$ cat config.mk
export PLATFORM = sky130hd
export DESIGN_NAME = bds_ctrl
export DESIGN_NICKNAME = d
export VERILOG_FILES = /design/src/hw/rtl/bds_pkg.sv /design/src/hw/rtl/bds_ctrl.sv
export SDC_FILE = /design/constraint.sdc
export NUM_CORES = 1
export LEC_CHECK = 0
export ABC_AREA = 1
export BUFFER_PORTS_ARGS = -buffer_cell sky130_fd_sc_hd__buf_4
export CELL_PAD_IN_SITES_DETAIL_PLACEMENT = 0
export CELL_PAD_IN_SITES_GLOBAL_PLACEMENT = 2
export CORE_UTILIZATION = 19
export DETAILED_ROUTE_END_ITERATION = 7
export PLACE_DENSITY = 0.78
export SYNTH_ARGS = -nofsm -noshare
export SYNTH_HDL_FRONTEND = slang
export SYNTH_SLANG_ARGS = --single-unit
export TNS_END_PERCENT = 10
$ cat constraint.sdc
create_clock -name clk -period 1.74 [get_ports clk]
set_clock_uncertainty 0.2 [all_clocks]
set_input_delay 0.348 -clock clk [delete_from_list [all_inputs] [get_ports clk]]
set_output_delay 0.348 -clock clk [all_outputs]
set_load 0.005 [all_outputs]
$ cat src/hw/rtl/bds_pkg.sv
// Shared types, constants and register codes for the box downsample resolve.
// Used by every module in hw/rtl except bds_ram; no dependencies of its own.
package bds_pkg;

  localparam int DEF_MAX_TARGET_WIDTH = 1024;
  localparam int DEF_MAX_SCALE        = 8;
  localparam int MAX_TARGET_HEIGHT    = 4096;

  localparam int PIX_W      = 8;
  localparam int PIX_MAX    = 255;
  localparam int COL_W      = 10;
  localparam int ROW_W      = 12;
  localparam int NUM_CH     = 3;
  localparam int SCALE_W    = 4;
  localparam int TWIDTH_W   = 11;
  localparam int THEIGHT_W  = 13;
  localparam int CFG_IDX_W  = 2;
  localparam int CFG_DATA_W = 13;

  localparam logic [SCALE_W-1:0]   SCALE_RST  = 4'd2;
  localparam logic [TWIDTH_W-1:0]  TWIDTH_RST = 11'd640;
  localparam logic [THEIGHT_W-1:0] THEIGHT_RST = 13'd480;

  typedef logic [CFG_IDX_W-1:0] cfg_idx_t;
  localparam cfg_idx_t CFG_BLOCK_SCALE   = 2'd0;
  localparam cfg_idx_t CFG_TARGET_WIDTH  = 2'd1;
  localparam cfg_idx_t CFG_TARGET_HEIGHT = 2'd2;

  typedef struct packed {
    logic [PIX_W-1:0] red_in;
    logic [PIX_W-1:0] green_in;
    logic [PIX_W-1:0] blue_in;
  } pix_item_t;

  typedef struct packed {
    logic [PIX_W-1:0] red_out;
    logic [PIX_W-1:0] green_out;
    logic [PIX_W-1:0] blue_out;
    logic [COL_W-1:0] out_col;
    logic [ROW_W-1:0] out_row;
    logic             frame_end;
  } res_item_t;

  typedef enum logic [2:0] {
    S_IDLE,
    S_ACC,
    S_DIV,
    S_PUT,
    S_SYNC,
    S_SWAIT
  } bds_state_t;

  typedef struct packed {
    logic take;       // capture pixel, read accumulator
    logic acc;        // write back block sum
    logic div_avg;    // start block average division
    logic div_sync;   // start line position division
    logic sync_load;  // load column counters from divider
    logic out_load;   // load result register
  } bds_cmd_t;

  typedef struct packed {
    logic emit;
    logic div_done;
    logic div_busy;
  } bds_stat_t;

endpackage

$ cat src/hw/rtl/bds_ctrl.sv
// Controller state machine: sequences read, accumulate, divide and result
// hand-off, and the counter resync after a register write. Depends on bds_pkg.
module bds_ctrl (
  input  logic               clk,
  input  logic               rst,
  input  logic               cfg_write,
  input  logic               pix_valid,
  output logic               pix_ready,
  output logic               res_valid,
  input  logic               res_ready,
  input  bds_pkg::bds_stat_t stat,
  output bds_pkg::bds_cmd_t  cmd
);
  import bds_pkg::*;

  bds_state_t state, state_next;
  logic       pend;
  logic       res_free;

  assign res_free = !res_valid || res_ready;

  always_comb begin
    state_next = state;
    case (state)
      S_IDLE: begin
        if (pend) begin
          state_next = S_SYNC;
        end else if (pix_valid) begin
          state_next = S_ACC;
        end
      end
      S_ACC:   state_next = stat.emit ? S_DIV : S_IDLE;
      S_DIV:   if (stat.div_done) state_next = S_PUT;
      S_PUT:   if (res_free) state_next = S_IDLE;
      S_SYNC:  state_next = S_SWAIT;
      S_SWAIT: if (stat.div_done) state_next = S_IDLE;
      default: state_next = S_IDLE;
    endcase
  end

  always_comb begin
    cmd       = '0;
    pix_ready = 1'b0;
    case (state)
      S_IDLE: begin
        pix_ready = !pend;
        cmd.take  = !pend && pix_valid;
      end
      S_ACC: begin
        cmd.acc     = 1'b1;
        cmd.div_avg = stat.emit;
      end
      S_DIV: ;
      S_PUT:   cmd.out_load  = res_free;
      S_SYNC:  cmd.div_sync  = 1'b1;
      S_SWAIT: cmd.sync_load = stat.div_done;
      default: ;
    endcase
  end

  always_ff @(posedge clk) begin
    if (rst) begin
      state     <= S_IDLE;
      pend      <= 1'b0;
      res_valid <= 1'b0;
    end else begin
      state <= state_next;
      // a write during the sync start still leaves a resync pending
      if (cfg_write) begin
        pend <= 1'b1;
      end else if (state == S_SYNC) begin
        pend <= 1'b0;
      end
      if (cmd.out_load) begin
        res_valid <= 1'b1;
      end else if (res_ready) begin
        res_valid <= 1'b0;
      end
    end
  end

endmodule

# Word-level counts from Yosys, hierarchy flattened
# Cells that the tools add are included.
# word_totals
regBits	5
word_cells	37
latch_bits	0
out_inout_bits	8
memories	0
mem_bits_rw	0
input_bits	8
rom_bits	0
# op_classes
n_reduce_logical	8
add_sub_neg	0
n_bitwise	0
shift	0
order_cmp	0
n_mul	0
mux	17
n_eq_ne	9
div_mod_pow	0
# op_table
op	n
3-bit case mux with 6 select lines	1
3-bit 2-to-1 mux	5
1-bit 2-to-1 mux	9
3-bit by 2-bit equality test with 1-bit output, second input constant	2
3-bit equality test, second input constant	2
2-bit != test, second input constant	3
2-bit 2-to-1 mux	2
4-bit AND reduction	1
2-bit nonzero test	2
3-bit by 1-bit equality test with 1-bit output, second input constant	1
3-bit logical NOT	1
3-bit != test, second input constant	1
1-bit logical NOT	2
1-bit logical AND	1
1-bit logical OR	1

# Logic depth before layout (Yosys ltp)
# Gate-level depths: netlist of the first run.
# depth
depth_word	4
depth_mapped	7
depth_no_buf	7

# Least setup slack after synthesis of the first run
# OpenSTA, ideal clock, no wires.
# synth_timing
path_type	reg2out
from	reg state[0]
to	out cmd[5] in the netlist's numbering
stages_incl_launch_ff	4
setup_slack_ns	0.464
t_arrival_ns	0.728
required_ns	1.192
path_buffers	0
cell_sequence	dfxtp_1 nor2_2 nand2_2 nor3_1
# synth_rtl
element	line	rtl
start, declared	bds_ctrl.sv:16	bds_state_t state, state_next;
start signal, assigned	bds_ctrl.sv:67	state <= state_next;
end, declared	bds_ctrl.sv:12	output bds_pkg::bds_cmd_t cmd

==> flow_summary.yaml, run 1 <==
status:
  status: "completed"
floorplan:
  die_height_um: 42.7
  io_pins: 16
  die_w_um: 42.7
  core_area_um2: 1520
  fp-row-count: 14
  fp.dieArea_um2: 1820
  initial_utilization_pct: 20.6
critical_path:
  end_kind: "output port"
  worstPathMaxFanout: 5
  worstSetupPathType: "flip-flop to output port"
  cp_data_arrival_time_ns: 1.10
  cp-start-kind: "flip-flop"
  r2r_slack_ns: 0.38
  slowest_stage: "dfxtp_1"
  required_ns: 1.19
  path_cells: "inv_2 > nand3_1 > a21oi_1 > buf_4"
  crit_path_max_incr_delay_ns: 0.35
route:
  drc: 0
  routed_via_density: 4.29
  vias: 373
  dr.pass1.iters: 3
  wl_per_cell_um: 9.07
  ant_nets: 0
  drt_wl_total_um: 789
  dr.first_iter.drc_count: 3
hold_path:
  hold_class: "input pin to flip-flop"
sta:
  max_freq_ghz: 0.608
  finalSetupTns_ns: 0
  period_share_pct: 94.4
  period_minus_slack_ns: 1.64
  finalHoldViolations: 0
  rsz0062_at_grt: "false"
  slew_viol_final: 0
  setup_viol: 0
  worstMarginPinSlew_ns: 0.193
  slew_headroom_pct: 87.1
cells_and_area:
  final_net_count: 80
  num_antenna_cells: 0
  syn_to_final_growth_pct: 51.8
  layout_common_cells: "buf_4, inv_1, nor2_1, nand2_1"
  utilization_pct: 31.3
  drive_gt1_share_pct: 33.8
  final_common_cell: "buf_4"
  fin_area_um2: 477
clock_tree:
  clock_latency_ns: 0.25
  clkTransAtPathRegs_ns: 0.05
  cts.sinks: 5
  cts_buffer_depth: 2
  cts_buffers: 3
  cts_tree: "done"
  root_buffer: "clkbuf_4"
  postCtsSetupRepairBufs: 0
  cts.htree.levels: 1
grt:
  grt_pass1_vias: 300
  grt_pass1_wl_um: 1250
  antenna_found_initial: 0
  grt_start_max_net_pins: 8
  grt_util_all_layers_pct: 9.93
  globalRouteOverflowTotal: 0
placement:
  numPortBuffers: 14
  placed_cell_area_um2: 439
  gp_congestion: 0.713
  hpwl_um: 633
pwr:
  power_density_nw_per_um2: 1370
  power_leakage_nw: 0.271
  irDropWorstVdd_mv: 0.378
yosys:
  syn_area_um2: 314
  ys_ff_latch: 5
  synth.top_cells.by_area: "dfxtp_1, inv_1, nor2_1"
  synth_area_per_cell_um2: 5.93
  synth_nets: 61
  ys_types: 14
  synthCells: 53
  yosysWarnings: 0
  yosysTopAreaCell: "dfxtp_1"
  netlist.area_leader.share_pct: 31.9
  ys_seq_area_share_pct: 31.9
job:
  maxCapViolations: 0
-- stage by stage --
stage	power [mW]	setup slack [ns]	cells	hold WS, ns
2_1_floorplan	0.378	0.464	53	0.217
3_3_place_gp	0.501	0.305	83	0.301
3_5_place_dp	0.499	0.317	83	0.306
4_1_cts	0.643	0.0466	87	0.101
5_1_grt	0.723	0.00628	87	0.0968
6_report	0.652	0.0966	87	0.104
-- registers in the layout (all words and copies together) (netlist names) --
name	cells
pend	1
state	3
res_valid	1
-- logic make-up (layout without fill, tap and decap cells) --
kind of cell | count (synthesis) | after routing | share of synthesized area [%]
AND/OR/NAND/NOR | 29 | 29 | 42.2
buffers and inverters | 11 | 29 | 13.1
AO/OA/AOI/OAI | 8 | 8 | 12.7
flip-flops | 5 | 5 | 31.9
-- Yosys cell counts (all sizes together) --
| cell type | count |
|---|---|
| nor2 | 12 |
| inv | 11 |
| nand2 | 9 |
| a21oi | 5 |
| dfxtp | 5 |
| nand3 | 5 |
| o21ai | 3 |
| nand3b | 1 |
| nand4 | 1 |
| nor3 | 1 |
-- final timing paths --
kind,startpoint,cells past startpoint,end
min,cfg_write,3,pend
max reg2reg,state[2],7,state[1]
max,state[2],4,cmd[0]
min reg2reg,res_valid,2,res_valid
-- worst max-delay path: cells and delay by family, from the launching register on --
kind,cells,cell delay [ns]
compound gates,1,0.14
buf+inv,2,0.23
simple gates,1,0.12
flops,1,0.35
-- report_power, final --
group | switching [mW] | leakage (nW) | internal, mW
logic | 0.169 | 0.214 | 0.150
clock network | 0.0517 | 0.0150 | 0.0869
registers | 0.0470 | 0.0415 | 0.148
total | 0.268 | 0.271 | 0.385
-- layout make-up --
cell class              instances  area, µm²
well taps                      16       20.0
multi-input cells              37        183
inverters                      11       41.3
flip-flops and latches          5        101
fillers                       179       1050
clock buffers                   4       26.3
repair buffers                 14        105
-- layer usage --
layer  vias to the layer above  wire (µm)  GRT usage (%)  part of all wire, %
li1                        202          -              -                    -
met1                       161        347           11.5                   44
met2                         8        378           13.6                   48
met3                         2         49           6.38                  6.2
met4                         0         14           5.63                  1.8
met5                         -          0              0                    0
-- repair_timing --
item,4_1_cts,5_1_grt
setup endpoints to repair,0,3
hold buffers,0,0
resized for setup,0,3
endpoints found under the hold margin,0,0
(Power assumes the default switching activity.)
==> run 2: changes to the inputs <==
- CORE_UTILIZATION: 19 -> 17
- PLACE_DENSITY: 0.78 -> 0.74
- clock period: 1.74 -> 1.45 ns (I/O delays scaled with it)
==> run 2 against run 1 <==
- the flow now finishes with violations (negative setup slack)
- setup slack got worse by 0.20 ns
- critical path depth unchanged
- via count increased by 5.4%
- wire length increased by 3.3%
- clock-buffer cell count unchanged
- design area increased by 13%
- hold slack got worse by 0.068 ns
- sequential cell count unchanged
- die area increased by 11%
- sequential share of layout area decreased by 0.56 points
- utilization decreased by 0.12 points
- non-clock buffer count increased by 3
==> flow_summary.yaml, run 2 (synthesized netlist as in run 1, its figures left out) <==
cells_and_area:
  ff_latch_area_um2: 111
  multiInputGateArea_um2: 198
  regMostFlops: "state"
  layout_common_cells: "buf_4, inv_1, nand2_1, nor2_1, nand3_1"
  n_fill_cell: 205
  largest_register_ffs: 3
  final_net_count: 83
  num_antenna_cells: 0
  reg_top3: "state (3), pend (1), res_valid (1)"
  drive_gt1_share_pct: 45.9
  final_common_cell: "buf_4"
  syn_to_final_growth_pct: 71.3
sta:
  worst_slack_ns: -0.108
  max_freq_ghz: 0.642
  setup_viol: 6
  worstMarginPinSlew_ns: 0.184
  finalSetupTns_ns: -0.341
  slew_headroom_pct: 87.7
  slew_viol_final: 0
  period_share_pct: 107
  period_minus_slack_ns: 1.56
  rsz0062_at_grt: "true"
  finalHoldViolations: 0
floorplan:
  initial_utilization_pct: 18.2
  fp-row-count: 15
  die_height_um: 45.0
  die_w_um: 45.0
  fp.dieArea_um2: 2020
  io_pins: 16
  core_area_um2: 1730
clock_tree:
  clkTransAtPathRegs_ns: 0.05
  cts.htree.levels: 1
  clock_latency_ns: 0.25
  root_buffer: "clkbuf_4"
  cts_buffers: 3
  cts_tree: "done"
  cts.sinks: 5
  holdBufCountCts: 0
  cts_buffer_depth: 2
grt:
  globalRouteOverflowTotal: 0
  grt_util_all_layers_pct: 8.62
  grt_start_max_net_pins: 7
  antenna_found_initial: 0
  grt_pass1_wl_um: 1230
  grt_pass1_vias: 321
route:
  highest_layer: "met4"
  drt-met1-wl_um: 366
  wl_per_cell_um: 8.23
  drt_wl_total_um: 815
  wl_met2_um: 415
  met3_length_um: 20
  drc: 0
  routed_via_density: 3.97
  ant_nets: 0
  dr.first_iter.drc_count: 4
  vias: 393
  dr.pass1.iters: 3
status:
  violations: "negative setup slack"
  status: "complete, but fails checks"
pwr:
  power_mw: 0.897
  power_density_nw_per_um2: 1670
  power_leakage_nw: 0.288
  irDropWorstVdd_mv: 0.387
job:
  maxCapViolations: 0
critical_path:
  required_ns: 0.96
  worstPathMaxFanout: 6
  cp-start-kind: "flip-flop"
  worstSetupPathType: "flip-flop to output port"
  cp_data_arrival_time_ns: 1.07
  end_kind: "output port"
placement:
  hpwl_um: 609
  numPortBuffers: 14
  gp_congestion: 0.689
hold_path:
  hold_class: "input pin to flip-flop"
-- run 2: cell count changes in the layout (fill, tap and decap cells not counted) --
cell     delta
buf_4       +3
nand3_1     -1
a21oi_2     +2
dfxtp_4     +3
dfxtp_2     -1
dfxtp_1     -2
inv_1       -1
inv_4       +1
nand3_2     +1
nor2_1      -1
nor2_2      +1
a21oi_1     -2
-- run 2: worst max-delay path: stages (launching register included) --
cell and delay, ns:
dfxtp_4 0.36, nor2_4 0.14, nand2_2 0.09, nor3_2 0.11
buf_4 0.13
-- run 2: where the power goes --
group	internal, mW	switching, mW
clock	0.105	0.0650
combinational	0.242	0.228
sequential	0.193	0.0643
-- run 2: timing repair --
| item | 4_1_cts | 5_1_grt |
|---|---|---|
| gates resized for setup | 10 | 4 |
| setup endpoints to repair | 7 | 8 |
| buffers inserted | 3 | 0 |
| pin swaps | 2 | 1 |
-- run 2: area by class of cell --
cell class,count,area share [%]
repair buffers,17,23.7
flip-flops and latches,5,20.7
well taps,25,5.81
inverters,11,8.14
multi-input cells,37,36.7
clock buffers,4,4.88
-- run 2: final timing paths --
check	from	to	slack, ns	cells past startpoint
worst max register to register	state[0]	state[0]	0.07	6
worst min register to register	res_valid	res_valid	0.32	2
worst max-delay path	state[0]	cmd[5]	-0.11	4
worst min-delay path	rst	state[2]	0.04	2
-- run 2: through the flow --
stage | utilization [%] | hold WS [ns] | instance area, µm² | std cells | setup slack [ns]
final | 31.2 | 0.0357 | 538 | 99 | -0.108
after global routing | 31.2 | 0.0349 | 538 | 99 | -0.170
after CTS | 30.5 | 0.0364 | 527 | 99 | -0.114
after detailed placement | 26.1 | 0.300 | 450 | 92 | 0.0878
after global placement | 26.1 | 0.299 | 450 | 92 | 0.0704
after floorplan | - | 0.159 | 314 | 53 | 0.232
-- run 2: metal layers --
layer  up-vias  GRT usage, %
li1        208             -
met1       173          9.49
met2        10          14.5
met3         2          1.20
met4         0          7.27
met5         -             0
==> run 3: changes to the inputs <==
- CORE_MARGIN: not set -> 3
==> run 3 against run 2 <==
- the flow still finishes with violations (negative setup slack)
- via count fell by 8.1%
- clock-buffer cell count did not move
- utilization rose by 0.21 points
- cell count fell by 4.0%
- non-clock buffer count fell by 3
- critical path type unchanged
- setup slack improved by 0.026 ns
- die area rose by 19%
- highest routed layer is now met3
==> flow_summary.yaml, run 3 (synthesized netlist as in run 1, its figures left out) <==
hold_path:
  whs_path_depth: 2
  min-delay-start: "rst"
  min_to: "state[2]"
  hold_class: "input pin to flip-flop"
floorplan:
  die_w_um: 49.0
  fp-row-count: 14
  io_pins: 16
  core_area_um2: 1610
  initial_utilization_pct: 19.5
  fp.dieArea_um2: 2400
  die_height_um: 49.0
cells_and_area:
  syn_to_final_growth_pct: 61.0
  final_net_count: 80
  drive_gt1_share_pct: 40.8
  regMostFlops: "state"
  final_cell_count_no_fill: 95
  reg_top3: "state (3), pend (1), res_valid (1)"
  num_antenna_cells: 0
  utilization_pct: 31.4
  largest_register_ffs: 3
  final_common_cell: "buf_4"
  layout_common_cells: "buf_4, inv_1, nor2_1, nand2_1"
critical_path:
  cp-start-kind: "flip-flop"
  r2r-start: "state[0]"
  end_kind: "output port"
  worstPathMaxFanout: 4
  worstSetupPathType: "flip-flop to output port"
  ff2ff_path_depth: 6
  r2r_slack_ns: 0.20
  required_ns: 0.96
  cp_data_arrival_time_ns: 1.04
  worstReg2RegEnd: "state[1]"
clock_tree:
  holdBufCountCts: 0
  clkTransAtPathRegs_ns: 0.04
  cts_buffers: 3
  cts.sinks: 5
  cts_tree: "done"
  clock_latency_ns: 0.24
  postCtsSetupRepairBufs: 0
  root_buffer: "clkbuf_4"
  cts_buffer_depth: 2
  cts.htree.levels: 1
grt:
  grt_start_max_net_pins: 8
  globalRouteOverflowTotal: 0
  grt_pass1_wl_um: 1500
  grt_util_all_layers_pct: 7.98
  grt_pass1_vias: 377
  antenna_found_initial: 0
job:
  maxCapViolations: 0
status:
  status: "complete, but fails checks"
  violations: "negative setup slack"
sta:
  period_share_pct: 106
  worstMarginPinSlew_ns: 0.185
  slew_viol_final: 0
  period_minus_slack_ns: 1.53
  max_freq_ghz: 0.653
  rsz0062_at_grt: "true"
  finalHoldViolations: 0
  worst_slack_ns: -0.0817
  slew_headroom_pct: 87.7
  setup_viol: 5
pwr:
  power_mw: 0.807
  irDropWorstVdd_mv: 0.848
  power_leakage_nw: 0.273
  power_density_nw_per_um2: 1600
route:
  vias: 361
  dr.pass1.iters: 4
  drc: 0
  routed_via_density: 3.80
  wl_per_cell_um: 8.74
  dr.first_iter.drc_count: 2
  drt_wl_total_um: 830
  ant_nets: 0
placement:
  gp_congestion: 0.701
  place_inst: 91
  hpwl_um: 672
  post-place-ws_ns: 0.0828
  numPortBuffers: 14
## run 3: timing repair
item | in CTS | in global routing
pin swaps | 1 | 1
gates resized for setup | 10 | 1
setup endpoints to repair | 7 | 7
## run 3: worst max-delay path by stage
stage	start	to	slack, ns	cells after the start
final	state[1]	cmd[5]	-0.08	4
after global routing	state[0]	cmd[5]	-0.18	4
after CTS	state[0]	pix_ready	-0.11	4
after detailed placement	state[0]	cmd[5]	0.08	4
after global placement	state[0]	cmd[5]	0.07	4
after floorplan	state[0]	cmd[5]	0.23	3
## run 3: layout make-up
cell class,instances,area [µm²]
Tap cell,24,30.0
Clock buffer,4,26.3
Timing Repair Buffer,14,105
Inverter,11,43.8
Multi-Input combinational cell,37,191
Fill cell,202,1110
Sequential cell,5,109
## run 3: power breakdown
group	switching [mW]	total (mW)	internal, mW	leakage, nW
Clock	0.0566	0.161	0.104	0.0150
Sequential	0.0656	0.254	0.189	0.0429
Combinational	0.207	0.391	0.185	0.215
Total	0.329	0.807	0.478	0.273
## run 3: worst max-delay path, stage by stage (launching register included)
cell and delay (ns):
dfxtp_2 0.34, nor2_4 0.14, nand2_2 0.08, nor3_2 0.11, buf_4 0.13
## run 3: layer usage
metal	GRT usage [%]	vias up	part of all wire (%)
li1	-	204	-
met1	9.54	152	49
met2	12.0	5	47
met3	2.45	0	3.9
met4	5.69	0	0
met5	0	-	0
## run 3: per-stage QoR
stage	instance area, µm²	TNS (ns)	hold WS (ns)
after floorplan	314	0	0.159
after global placement	449	0	0.291
after detailed placement	449	0	0.298
after CTS	503	-0.352	0.0341
after global routing	505	-0.695	0.0496
final	505	-0.251	0.0381
